## src/rtl/pbv_pkg.sv

```systemverilog
// pbv_pkg: shared types and constants for the pulse batch validator.
// Used by pbv_cfg, pbv_core, pulse_batch_validator and pbv_checker.
`default_nettype none

package pbv_pkg;

    localparam int PIN_COUNT = 64;
    localparam int PIN_W     = 6;
    localparam int PIN_IDX_W = (PIN_COUNT > 1) ? $clog2(PIN_COUNT) : 1;
    localparam logic [PIN_W:0] PIN_LIMIT = (PIN_W + 1)'(PIN_COUNT);

    localparam int ADDR_W = 4;
    localparam int DATA_W = 32;

    localparam logic [6:0]  MAX_LINES_RST    = 7'd8;
    localparam logic [7:0]  MAX_EDGES_RST    = 8'd64;
    localparam logic [15:0] MIN_EDGE_MS_RST  = 16'd1;
    localparam logic [31:0] MAX_BATCH_MS_RST = 32'd30000;

    typedef enum logic [1:0] {
        REG_MAX_LINES    = 2'd0,
        REG_MAX_EDGES    = 2'd1,
        REG_MIN_EDGE_MS  = 2'd2,
        REG_MAX_BATCH_MS = 2'd3
    } reg_idx_t;

    typedef enum logic [2:0] {
        ERR_OK          = 3'd0,
        ERR_NO_LINES    = 3'd1,
        ERR_MANY_LINES  = 3'd2,
        ERR_NO_EDGES    = 3'd3,
        ERR_MANY_EDGES  = 3'd4,
        ERR_SHORT_EDGE  = 3'd5,
        ERR_DUP_PIN     = 3'd6,
        ERR_TOO_LONG    = 3'd7
    } err_code_t;

    typedef struct packed {
        logic [6:0]  max_lines;
        logic [7:0]  max_edges;
        logic [15:0] min_edge_ms;
        logic [31:0] max_batch_ms;
    } cfg_t;

endpackage

`default_nettype wire

```

## src/rtl/pbv_cfg.sv

```systemverilog
// pbv_cfg: APB-style register file holding the validator limits.
// Depends on pbv_pkg.
`default_nettype none

module pbv_cfg
    import pbv_pkg::*;
(
    input  wire logic              clk,
    input  wire logic              rst_n,
    input  wire logic              psel,
    input  wire logic              penable,
    input  wire logic              pwrite,
    input  wire logic [ADDR_W-1:0] paddr,
    input  wire logic [DATA_W-1:0] pwdata,
    output logic      [DATA_W-1:0] prdata,
    output logic                   pready,
    output cfg_t                   cfg
);

    cfg_t     cfg_reg;
    cfg_t     cfg_next;
    reg_idx_t idx;
    logic     wr_en;

    assign idx    = reg_idx_t'(paddr[3:2]);
    assign wr_en  = psel && penable && pwrite;
    assign pready = 1'b1;
    assign cfg    = cfg_reg;

    always_comb
    begin
        cfg_next = cfg_reg;
        if (wr_en)
        begin
            unique case (idx)
                REG_MAX_LINES:    cfg_next.max_lines    = pwdata[6:0];
                REG_MAX_EDGES:    cfg_next.max_edges    = pwdata[7:0];
                REG_MIN_EDGE_MS:  cfg_next.min_edge_ms  = pwdata[15:0];
                REG_MAX_BATCH_MS: cfg_next.max_batch_ms = pwdata[31:0];
                default:          cfg_next = cfg_reg;
            endcase
        end
    end

    always_comb
    begin
        unique case (idx)
            REG_MAX_LINES:    prdata = {25'd0, cfg_reg.max_lines};
            REG_MAX_EDGES:    prdata = {24'd0, cfg_reg.max_edges};
            REG_MIN_EDGE_MS:  prdata = {16'd0, cfg_reg.min_edge_ms};
            REG_MAX_BATCH_MS: prdata = cfg_reg.max_batch_ms;
            default:          prdata = '0;
        endcase
    end

    always_ff @(posedge clk or negedge rst_n)
    begin
        if (!rst_n)
        begin
            cfg_reg.max_lines    <= MAX_LINES_RST;
            cfg_reg.max_edges    <= MAX_EDGES_RST;
            cfg_reg.min_edge_ms  <= MIN_EDGE_MS_RST;
            cfg_reg.max_batch_ms <= MAX_BATCH_MS_RST;
        end
        else
        begin
            cfg_reg <= cfg_next;
        end
    end

endmodule

`default_nettype wire

```

## src/rtl/pbv_core.sv

```systemverilog
// pbv_core: input register, per-edge check and batch state update, result register.
// Depends on pbv_pkg.
`default_nettype none

module pbv_core
    import pbv_pkg::*;
(
    input  wire logic             clk,
    input  wire logic             rst_n,
    input  wire cfg_t             cfg,
    input  wire logic             item_valid,
    output logic                  item_stall,
    input  wire logic [7:0]       batch_lines,
    input  wire logic [PIN_W-1:0] pin,
    input  wire logic [31:0]      start_ms,
    input  wire logic [7:0]       line_edges,
    input  wire logic [31:0]      edge_ms,
    input  wire logic             line_end,
    input  wire logic             batch_end,
    output logic                  result_valid,
    input  wire logic             result_stall,
    output logic [2:0]            error_code,
    output logic [31:0]           duration_ms
);

    function automatic err_code_t raise_err(input err_code_t cur, input err_code_t code);
        return (cur == ERR_OK) ? code : cur;
    endfunction

    // input register
    logic             in_vld_reg;
    logic             in_vld_next;
    logic [7:0]       blines_reg;
    logic [PIN_W-1:0] pin_reg;
    logic [31:0]      start_reg;
    logic [7:0]       ledges_reg;
    logic [31:0]      edge_reg;
    logic             lend_reg;
    logic             bend_reg;

    // batch state
    logic [PIN_COUNT-1:0] pins_used_reg, pins_used_next;
    err_code_t            first_error_reg, first_error_next;
    logic [31:0]          line_sum_reg, line_sum_next;
    logic [31:0]          longest_ms_reg, longest_ms_next;
    logic                 dup_pending_reg, dup_pending_next;
    logic                 mid_line_reg, mid_line_next;
    logic                 mid_batch_reg, mid_batch_next;

    // result register
    logic       out_vld_reg, out_vld_next;
    err_code_t  err_out_reg, err_out_next;
    logic [31:0] total_reg, total_next;

    logic        accept;
    logic        process;
    logic        pin_tracked;
    logic [32:0] sum_ext;

    assign process    = in_vld_reg && (!bend_reg || !out_vld_reg || !result_stall);
    assign item_stall = in_vld_reg && !process;
    assign accept     = item_valid && !item_stall;
    assign pin_tracked = ({1'b0, pin_reg} < PIN_LIMIT);

    assign result_valid = out_vld_reg;
    assign error_code   = err_out_reg;
    assign duration_ms  = total_reg;

    always_comb
    begin
        in_vld_next = in_vld_reg;
        if (accept)
            in_vld_next = 1'b1;
        else if (process)
            in_vld_next = 1'b0;
    end

    always_comb
    begin
        pins_used_next   = pins_used_reg;
        first_error_next = first_error_reg;
        line_sum_next    = line_sum_reg;
        longest_ms_next  = longest_ms_reg;
        dup_pending_next = dup_pending_reg;
        mid_line_next    = mid_line_reg;
        mid_batch_next   = mid_batch_reg;
        sum_ext          = '0;

        if (!mid_batch_reg)
        begin
            if (blines_reg == 8'd0)
                first_error_next = raise_err(first_error_next, ERR_NO_LINES);
            else if (blines_reg > {1'b0, cfg.max_lines})
                first_error_next = raise_err(first_error_next, ERR_MANY_LINES);
            mid_batch_next = 1'b1;
        end

        if (!mid_line_reg)
        begin
            if (ledges_reg == 8'd0)
                first_error_next = raise_err(first_error_next, ERR_NO_EDGES);
            else if (ledges_reg > cfg.max_edges)
                first_error_next = raise_err(first_error_next, ERR_MANY_EDGES);
            dup_pending_next = 1'b0;
            if (pin_tracked)
            begin
                dup_pending_next = pins_used_reg[pin_reg[PIN_IDX_W-1:0]];
                pins_used_next[pin_reg[PIN_IDX_W-1:0]] = 1'b1;
            end
            line_sum_next = start_reg;
            mid_line_next = 1'b1;
        end

        // edge length uses this item's edge count
        if (ledges_reg != 8'd0)
        begin
            if (edge_reg < {16'd0, cfg.min_edge_ms})
                first_error_next = raise_err(first_error_next, ERR_SHORT_EDGE);
            sum_ext       = {1'b0, line_sum_next} + {1'b0, edge_reg};
            line_sum_next = sum_ext[32] ? 32'hFFFF_FFFF : sum_ext[31:0];
        end

        if (lend_reg || bend_reg)
        begin
            if (dup_pending_next)
                first_error_next = raise_err(first_error_next, ERR_DUP_PIN);
            if (line_sum_next > longest_ms_reg)
                longest_ms_next = line_sum_next;
            dup_pending_next = 1'b0;
            mid_line_next    = 1'b0;
        end

        if (bend_reg && (longest_ms_next > cfg.max_batch_ms))
            first_error_next = raise_err(first_error_next, ERR_TOO_LONG);

        err_out_next = first_error_next;
        total_next   = (first_error_next == ERR_OK) ? longest_ms_next : 32'd0;

        if (bend_reg)
        begin
            pins_used_next   = '0;
            first_error_next = ERR_OK;
            line_sum_next    = '0;
            longest_ms_next  = '0;
            dup_pending_next = 1'b0;
            mid_line_next    = 1'b0;
            mid_batch_next   = 1'b0;
        end
    end

    always_comb
    begin
        out_vld_next = out_vld_reg;
        if (process && bend_reg)
            out_vld_next = 1'b1;
        else if (!result_stall)
            out_vld_next = 1'b0;
    end

    always_ff @(posedge clk or negedge rst_n)
    begin
        if (!rst_n)
        begin
            in_vld_reg      <= 1'b0;
            out_vld_reg     <= 1'b0;
            pins_used_reg   <= '0;
            first_error_reg <= ERR_OK;
            line_sum_reg    <= '0;
            longest_ms_reg  <= '0;
            dup_pending_reg <= 1'b0;
            mid_line_reg    <= 1'b0;
            mid_batch_reg   <= 1'b0;
        end
        else
        begin
            in_vld_reg  <= in_vld_next;
            out_vld_reg <= out_vld_next;
            if (process)
            begin
                pins_used_reg   <= pins_used_next;
                first_error_reg <= first_error_next;
                line_sum_reg    <= line_sum_next;
                longest_ms_reg  <= longest_ms_next;
                dup_pending_reg <= dup_pending_next;
                mid_line_reg    <= mid_line_next;
                mid_batch_reg   <= mid_batch_next;
            end
        end
    end

    always_ff @(posedge clk)
    begin
        if (accept)
        begin
            blines_reg <= batch_lines;
            pin_reg    <= pin;
            start_reg  <= start_ms;
            ledges_reg <= line_edges;
            edge_reg   <= edge_ms;
            lend_reg   <= line_end;
            bend_reg   <= batch_end;
        end
        if (process && bend_reg)
        begin
            err_out_reg <= err_out_next;
            total_reg   <= total_next;
        end
    end

endmodule

`default_nettype wire

```

## src/rtl/pulse_batch_validator.sv

```systemverilog
// Pulse batch validator: one edge item per cycle, result on each batch end item.
// Result: an accepted batch end item passes the input register, then loads the result register.
// Throughput: one item per cycle; input stalls only when a batch end item
// meets a full result register that is itself stalled.
// Reset: limits return to 8 / 64 / 1 / 30000, batch state cleared, no result pending.
// Depends on pbv_pkg, pbv_cfg, pbv_core.
`default_nettype none

module pulse_batch_validator
    import pbv_pkg::*;
(
    input  wire logic              clk,
    input  wire logic              rst_n,
    input  wire logic              psel,
    input  wire logic              penable,
    input  wire logic              pwrite,
    input  wire logic [ADDR_W-1:0] paddr,
    input  wire logic [DATA_W-1:0] pwdata,
    output logic      [DATA_W-1:0] prdata,
    output logic                   pready,
    input  wire logic              item_valid,
    output logic                   item_stall,
    input  wire logic [7:0]        batch_lines,
    input  wire logic [PIN_W-1:0]  pin,
    input  wire logic [31:0]       start_ms,
    input  wire logic [7:0]        line_edges,
    input  wire logic [31:0]       edge_ms,
    input  wire logic              line_end,
    input  wire logic              batch_end,
    output logic                   result_valid,
    input  wire logic              result_stall,
    output logic [2:0]             error_code,
    output logic [31:0]            duration_ms
);

    cfg_t cfg;

    pbv_cfg u_cfg (
        .clk     (clk),
        .rst_n   (rst_n),
        .psel    (psel),
        .penable (penable),
        .pwrite  (pwrite),
        .paddr   (paddr),
        .pwdata  (pwdata),
        .prdata  (prdata),
        .pready  (pready),
        .cfg     (cfg)
    );

    pbv_core u_core (
        .clk          (clk),
        .rst_n        (rst_n),
        .cfg          (cfg),
        .item_valid   (item_valid),
        .item_stall   (item_stall),
        .batch_lines  (batch_lines),
        .pin          (pin),
        .start_ms     (start_ms),
        .line_edges   (line_edges),
        .edge_ms      (edge_ms),
        .line_end     (line_end),
        .batch_end    (batch_end),
        .result_valid (result_valid),
        .result_stall (result_stall),
        .error_code   (error_code),
        .duration_ms  (duration_ms)
    );

endmodule

`default_nettype wire

```

## config.mk

```make
export PLATFORM = sky130hd
export DESIGN_NAME = pulse_batch_validator
export DESIGN_NICKNAME = d
export VERILOG_FILES = /design/src/rtl/pbv_pkg.sv /design/src/rtl/pbv_cfg.sv /design/src/rtl/pbv_core.sv /design/src/rtl/pulse_batch_validator.sv
export SDC_FILE = /design/constraint.sdc
export NUM_CORES = 1
export LEC_CHECK = 0
export BUFFER_PORTS_ARGS = -buffer_cell sky130_fd_sc_hd__buf_2
export CORE_UTILIZATION = 35
export DETAILED_ROUTE_END_ITERATION = 6
export RECOVER_POWER = 50
export SLEW_MARGIN = 40
export SYNTH_ARGS = -nofsm -noshare
export SYNTH_HDL_FRONTEND = slang
export SYNTH_SLANG_ARGS = --single-unit
```

## constraint.sdc

```tcl
create_clock -name clk -period 10.41 [get_ports clk]
set_input_delay 2.082 -clock clk [delete_from_list [all_inputs] [get_ports clk]]
set_output_delay 2.082 -clock clk [all_outputs]
set_load 0.05 [all_outputs]
```

---- Word level (Yosys, flattened, before mapping) ----
Index checks and enable logic that the tools add are counted.
Widths: inputs -> output; s select.
word-level totals
  output and inout bits ................... 70
  register bits ........................... 322
  input bits .............................. 131
  word-level logic and storage cells ...... 111
cells by class
  mux-type cells .......................... 43
  reduce and logical (&&, ||, !) cells .... 32
  add/sub/neg operators ................... 1
  magnitude comparators ................... 7
  eq/ne operators ......................... 5
  bitwise logic cells ..................... 1
operators with widths
  cell                number
  $mux 32             7
  $mux 64             2
  $pmux 32 s4         1
  $gt 32x32->1        2
  $or 64x64->64       1
  $mux 3              19
  $add 32x32->33      1
  $lt 32x16->1        1
  $logic_not 3->1     6
  $logic_not 8->1     2
  $mux 1              12
  $reduce_and 2->1    5
  $gt 8x7->1          1
  $gt 8x8->1          1
  $logic_and 1x1->1   8
  $reduce_bool 8->1   1
  $lt 6x7->1 const B  1
  $bmux 1 s6          1
  $demux 1 s6         1
  $ge 6x1->1 const B  1
  $logic_not 1->1     5
  $eq 2x2->1 const B  2
  $ne 2x1->1 const B  2
  $logic_or 1x1->1    3
  other kinds (3)     3

---- Logic depth before layout (Yosys ltp) ----
  word-level depth ........................ 22
  depth in mapped cells ................... 36
  depth with buffers taken out ............ 31

---- Cells and area by module ----
Synthesis repeated with hierarchy kept, for this count alone.
second synthesis, totals
  cells, all modules ...................... 1698
  area, all modules ....................... 18308.8 um^2
modules (own cells, without submodules)
  module    cells an instance  times used  area an instance (um^2)  sequential area each (um^2)
  pbv_core  1508               1           15414.8                  7096.8
  pbv_cfg   190                1           2894.0                   1589.0

---- Least setup slack after synthesis ----
Ideal clock, no wire load.
  kind .................................... register to register
  start point ............................. register u_core.mid_line_reg
  end point ............................... register u_core.total_reg[31], in the netlist u_core.duration_ms[31], data pin
  data required time ...................... 10.260 ns
  slack ................................... 2.506 ns
  clock period less this slack ............ 7.904 ns
  setup time .............................. 0.150 ns
  path buffers ............................ 5
  stages on the path, launching flop included .. 36
  arrival ................................. 7.754 ns
  path through ............................ dfrtp_1 clkbuf_1 clkbuf_1 mux2_2 ha_1 a21oi_1 o211ai_1 a221oi_1 nand3_1 a21oi_1 o31ai_1 a221oi_1 xor2_1 a21boi_0 ha_1 nand4_1 nor2_1 nand4_1 nor3_1 a211oi_2 nor2_4 clkbuf_8 buf_1 nand3_1 mux2i_1 nor2_1 ha_1 and4_1 a221oi_1 nand2_1 a2111oi_0 a211oi_1 or3b_4 or2_1 buf_6 nor3_2
between the ends
  cells in the longest elaborated chain, start to end .. 13
  elaborated cells on any way between the ends .. 23
  classes of those cells .................. add/sub (1); order compare (2); mux (15); reduce/logical (5)
RTL lines
  item                                                     RTL line         text
  start, declared                                          pbv_core.sv:47   logic mid_line_reg, mid_line_next;
  start signal, assigned                                   pbv_core.sv:185  mid_line_reg <= mid_line_next;
  branches (longest 13 deep; another with $add 32x32->33)  -
  end signal, assigned                                     pbv_core.sv:206  total_reg <= total_next;
  end, declared                                            pbv_core.sv:53   logic [31:0] total_reg, total_next;
Several ways; the timed one is not identified.
A chain may end at the register's enable or synchronous reset.

---- Worst setup path in the final report ----
Ends and elaborated chain as after synthesis.

==> run_results.csv <==
group,metric,value,unit
finish,nNetsFinal,2140,
logic_synthesis,yosysUniqueCellTypes,92,
worst_setup_path,arrival,9.91,ns
clock_tree,cts.clk_slew.worst_paths,0.06,ns
grt,overflow,0,
worst_setup_path,crit_family,"compound AO/OA/AOI/OAI gates",
sta,fin_crit,9.51,ns
worst_hold_path,hold_path.class,"flip-flop to flip-flop",
logic_synthesis,synth_area,17900,um2
place,port_buffers,197,
logic_synthesis,synthSimpleGateAreaFrac,0.122,
grt,grt_pass1_wl,80400,um
logic_synthesis,synth_ff_type,"dfrtp_1",
power_and_ir_drop,power.total,5.15,mW
finish,fillCellCount,4847,
power_and_ir_drop,power_density,246,nW/um2
worst_setup_path,crit_type,"flip-flop to flip-flop",
routing,wl,52700,um
logic_synthesis,synth_xor_area_frac,0.0112,
logic_synthesis,synth_top_area_frac,0.264,
worst_setup_path,required,10.81,ns
logic_synthesis,yosysMostFrequentCell,"dfrtp_1",
grt,track_usage,0.201,
sta,setup_tns,0,ns
power_and_ir_drop,ir_drop,0.104,mV
sta,drv_slew,359,
clock_tree,cts-hold-fix-buffers,0,
logic_synthesis,ys_seq_area_frac,0.484,
sta,period_share,0.913,
logic_synthesis,synth_top_family_by_area,"compound AO/OA/AOI/OAI gates",
logic_synthesis,synth-edff-count,123,
clock_tree,cts_root_buf,"clkbuf_16",
logic_synthesis,async_flop_share,0.618,
grt,antenna_found_initial,4,
routing,ant_nets,0,
clock_tree,cts_tree,"built",
worst_setup_path,crit_path_top_delay_cell,"dfrtp_1",
sta,worstMarginPinSlew,4.20,ns
place,gp_congestion,0.940,
power_and_ir_drop,power.leakage,9.13,nW
clock_tree,clock-sinks,322,
worst_setup_path,r2r_slack,0.90,ns
floorplan,initial_utilization,0.356,
finish,antenna_cells,0,
sta,grt_setup_unrepaired,"no",
logic_synthesis,synth_commonest_cells,"dfrtp_1, nor2_1, a21oi_1",
clock_tree,cts_buffer_depth,3,
logic_synthesis,yosysWarnings,0,
logic_synthesis,synth_seq_cells,322,
routing,vias,13900,
sta,fin_worst_skew,0.0150,ns
floorplan,core-area,50400,um2
logic_synthesis,synth_fa_ha_area_frac,0.0890,
routing,drt-wirelength-per-cell,20.4,um
finish,regArea,8690,um2
routing,first_iter_violations,1176,
logic_synthesis,ys_top_cells_by_area,"dfrtp_1, edfxtp_1, ha_1, mux2_2, a21oi_1",
finish,multi_input_area,8440,um2
floorplan,dieHeight,228,um
logic_synthesis,postSynthAreaPerCell,10.6,um2
grt,grt_max_degree,79,
sta,clock.fmax,0.105,GHz
logic_synthesis,synth_compound_area_frac,0.160,
finish,syn_to_final_growth,16.9,%
worst_setup_path,path_max_fanout,31,
routing,viasPerCell,5.38,
run,max_cap_viol_count,7,
outcome,outcome,"finished, violations left",
floorplan,design.portCount,201,
outcome,violations,"max-capacitance violations, max-slew violations",
clock_tree,insertion_delay,0.56,ns
finish,drive_above_1_share,0.215,
logic_synthesis,syn-num-nets,1948,
worst_setup_path,end_kind,"flip-flop",
routing,drc_errors,0,
grt,grt_pass1_vias,13900,
floorplan,die_area,52200,um2
logic_synthesis,synthCells,1690,
clock_tree,post-cts-setup-buffer-count,0,
sta,slew_headroom,-1.80,
floorplan,die_w,228,um
worst_setup_path,path_buf_inv,3,
sta,setup_viol,0,
worst_setup_path,crit_path_start_kind,"flip-flop",
worst_setup_path,max_stage_delay,0.62,ns
clock_tree,cts_buffers,40,
sta,final_hold_viol_count,0,
clock_tree,cts-resized-gates,0,
logic_synthesis,synthMuxAreaShare,0.0850,
clock_tree,h-tree-depth,2,
floorplan,floorplan.rows,82,
logic_synthesis,yosysTopAreaCell,"dfrtp_1",
routing,first_pass_iters,5,
finish,largest_reg_flops,64,
place,hpwl,38500,um
[per-layer routing]
layer	part of all wire	track usage
met5	0	0
met4	0.038	0.0856
met3	0.068	0.0356
met2	0.46	0.318
met1	0.44	0.272
[tightest hold or removal path, cell delays in order, from the launching register on]
cell,delay (ns)
dfrtp_1,0.34
nand2_1,0.04
o21ai_0,0.06
[final timing paths]
path,from,to,cells after the start
min in group asynchronous,rst_n,u_cfg.cfg[51],1
worst max-delay path,u_core.mid_line_reg,u_core.duration_ms[31],32
worst max register to register,u_core.mid_line_reg,u_core.duration_ms[31],32
max in group asynchronous,rst_n,u_core.pins_used_reg[28],2
worst min-delay path,u_core.longest_ms_reg[17],u_core.longest_ms_reg[17],2
worst min register to register,u_core.longest_ms_reg[17],u_core.longest_ms_reg[17],2
[layout make-up]
type                            count  area share
Sequential cell                   322       0.414
Multi-Input combinational cell   1171       0.403
Timing Repair Buffer              223      0.0579
Clock buffer                       58      0.0569
Tap cell                          672      0.0401
Inverter                          124      0.0222
Clock inverter                     16     0.00579
[report_power, final]
| part | leakage [nW] | switching [mW] | internal (mW) | total [mW] |
|---|---|---|---|---|
| Sequential | 3.75 | 0.145 | 1.57 | 1.71 |
| Combinational | 4.73 | 1.26 | 0.792 | 2.05 |
| Clock | 0.645 | 0.562 | 0.826 | 1.39 |
| Total | 9.13 | 1.97 | 3.18 | 5.15 |
[per-stage QoR]
step / cells / util / setup slack (ns) / hold slack (ns) / area [um2]
floorplan: 1690 / - / 2.51 / 0.444 / 17900
global placement: 2506 / 0.389 / 0.997 / 0.462 / 19600
detailed placement: 2511 / 0.391 / 0.941 / 0.470 / 19700
CTS: 2585 / 0.417 / 0.903 / 0.485 / 21000
global route: 2586 / 0.416 / 0.262 / 0.499 / 21000
finish: 2586 / 0.416 / 0.904 / 0.481 / 21000
[cells in the final DEF (no fill, tap or decap), types with 11 or more instances in the layout]
cell type | Yosys | layout
o21ai_0 | 112 | 112
nor2b_1 | 21 | 21
clkbuf_1 | 39 | 35
a21o_1 | 14 | 14
and2_1 | 27 | 25
nand4_1 | 17 | 17
xnor2_1 | 11 | 11
ha_1 | 126 | 126
a21oi_1 | 144 | 144
dfrtp_1 | 189 | 189
xor2_1 | 12 | 12
buf_4 | 5 | 11
o211ai_1 | 11 | 11
nor3_1 | 20 | 17
nand3_1 | 19 | 19
mux4_2 | 20 | 20
inv_1 | 124 | 124
edfxtp_1 | 123 | 123
nand2_1 | 142 | 141
clkbuf_16 | 0 | 44
a22o_1 | 43 | 43
nor2_1 | 156 | 155
o22ai_1 | 15 | 15
buf_2 | 11 | 178
mux2_2 | 71 | 71
mux2i_1 | 26 | 26
[cells by family after synthesis]
kind of cell,count (synthesis)
other,1
AND/OR/NAND/NOR,461
AO/OA/AOI/OAI,441
flip-flops,322
buffers and inverters,197
multiplexers,118
adder cells (fa/ha/maj),127
XOR/XNOR,23
Power figures use the tool's default switching activity.
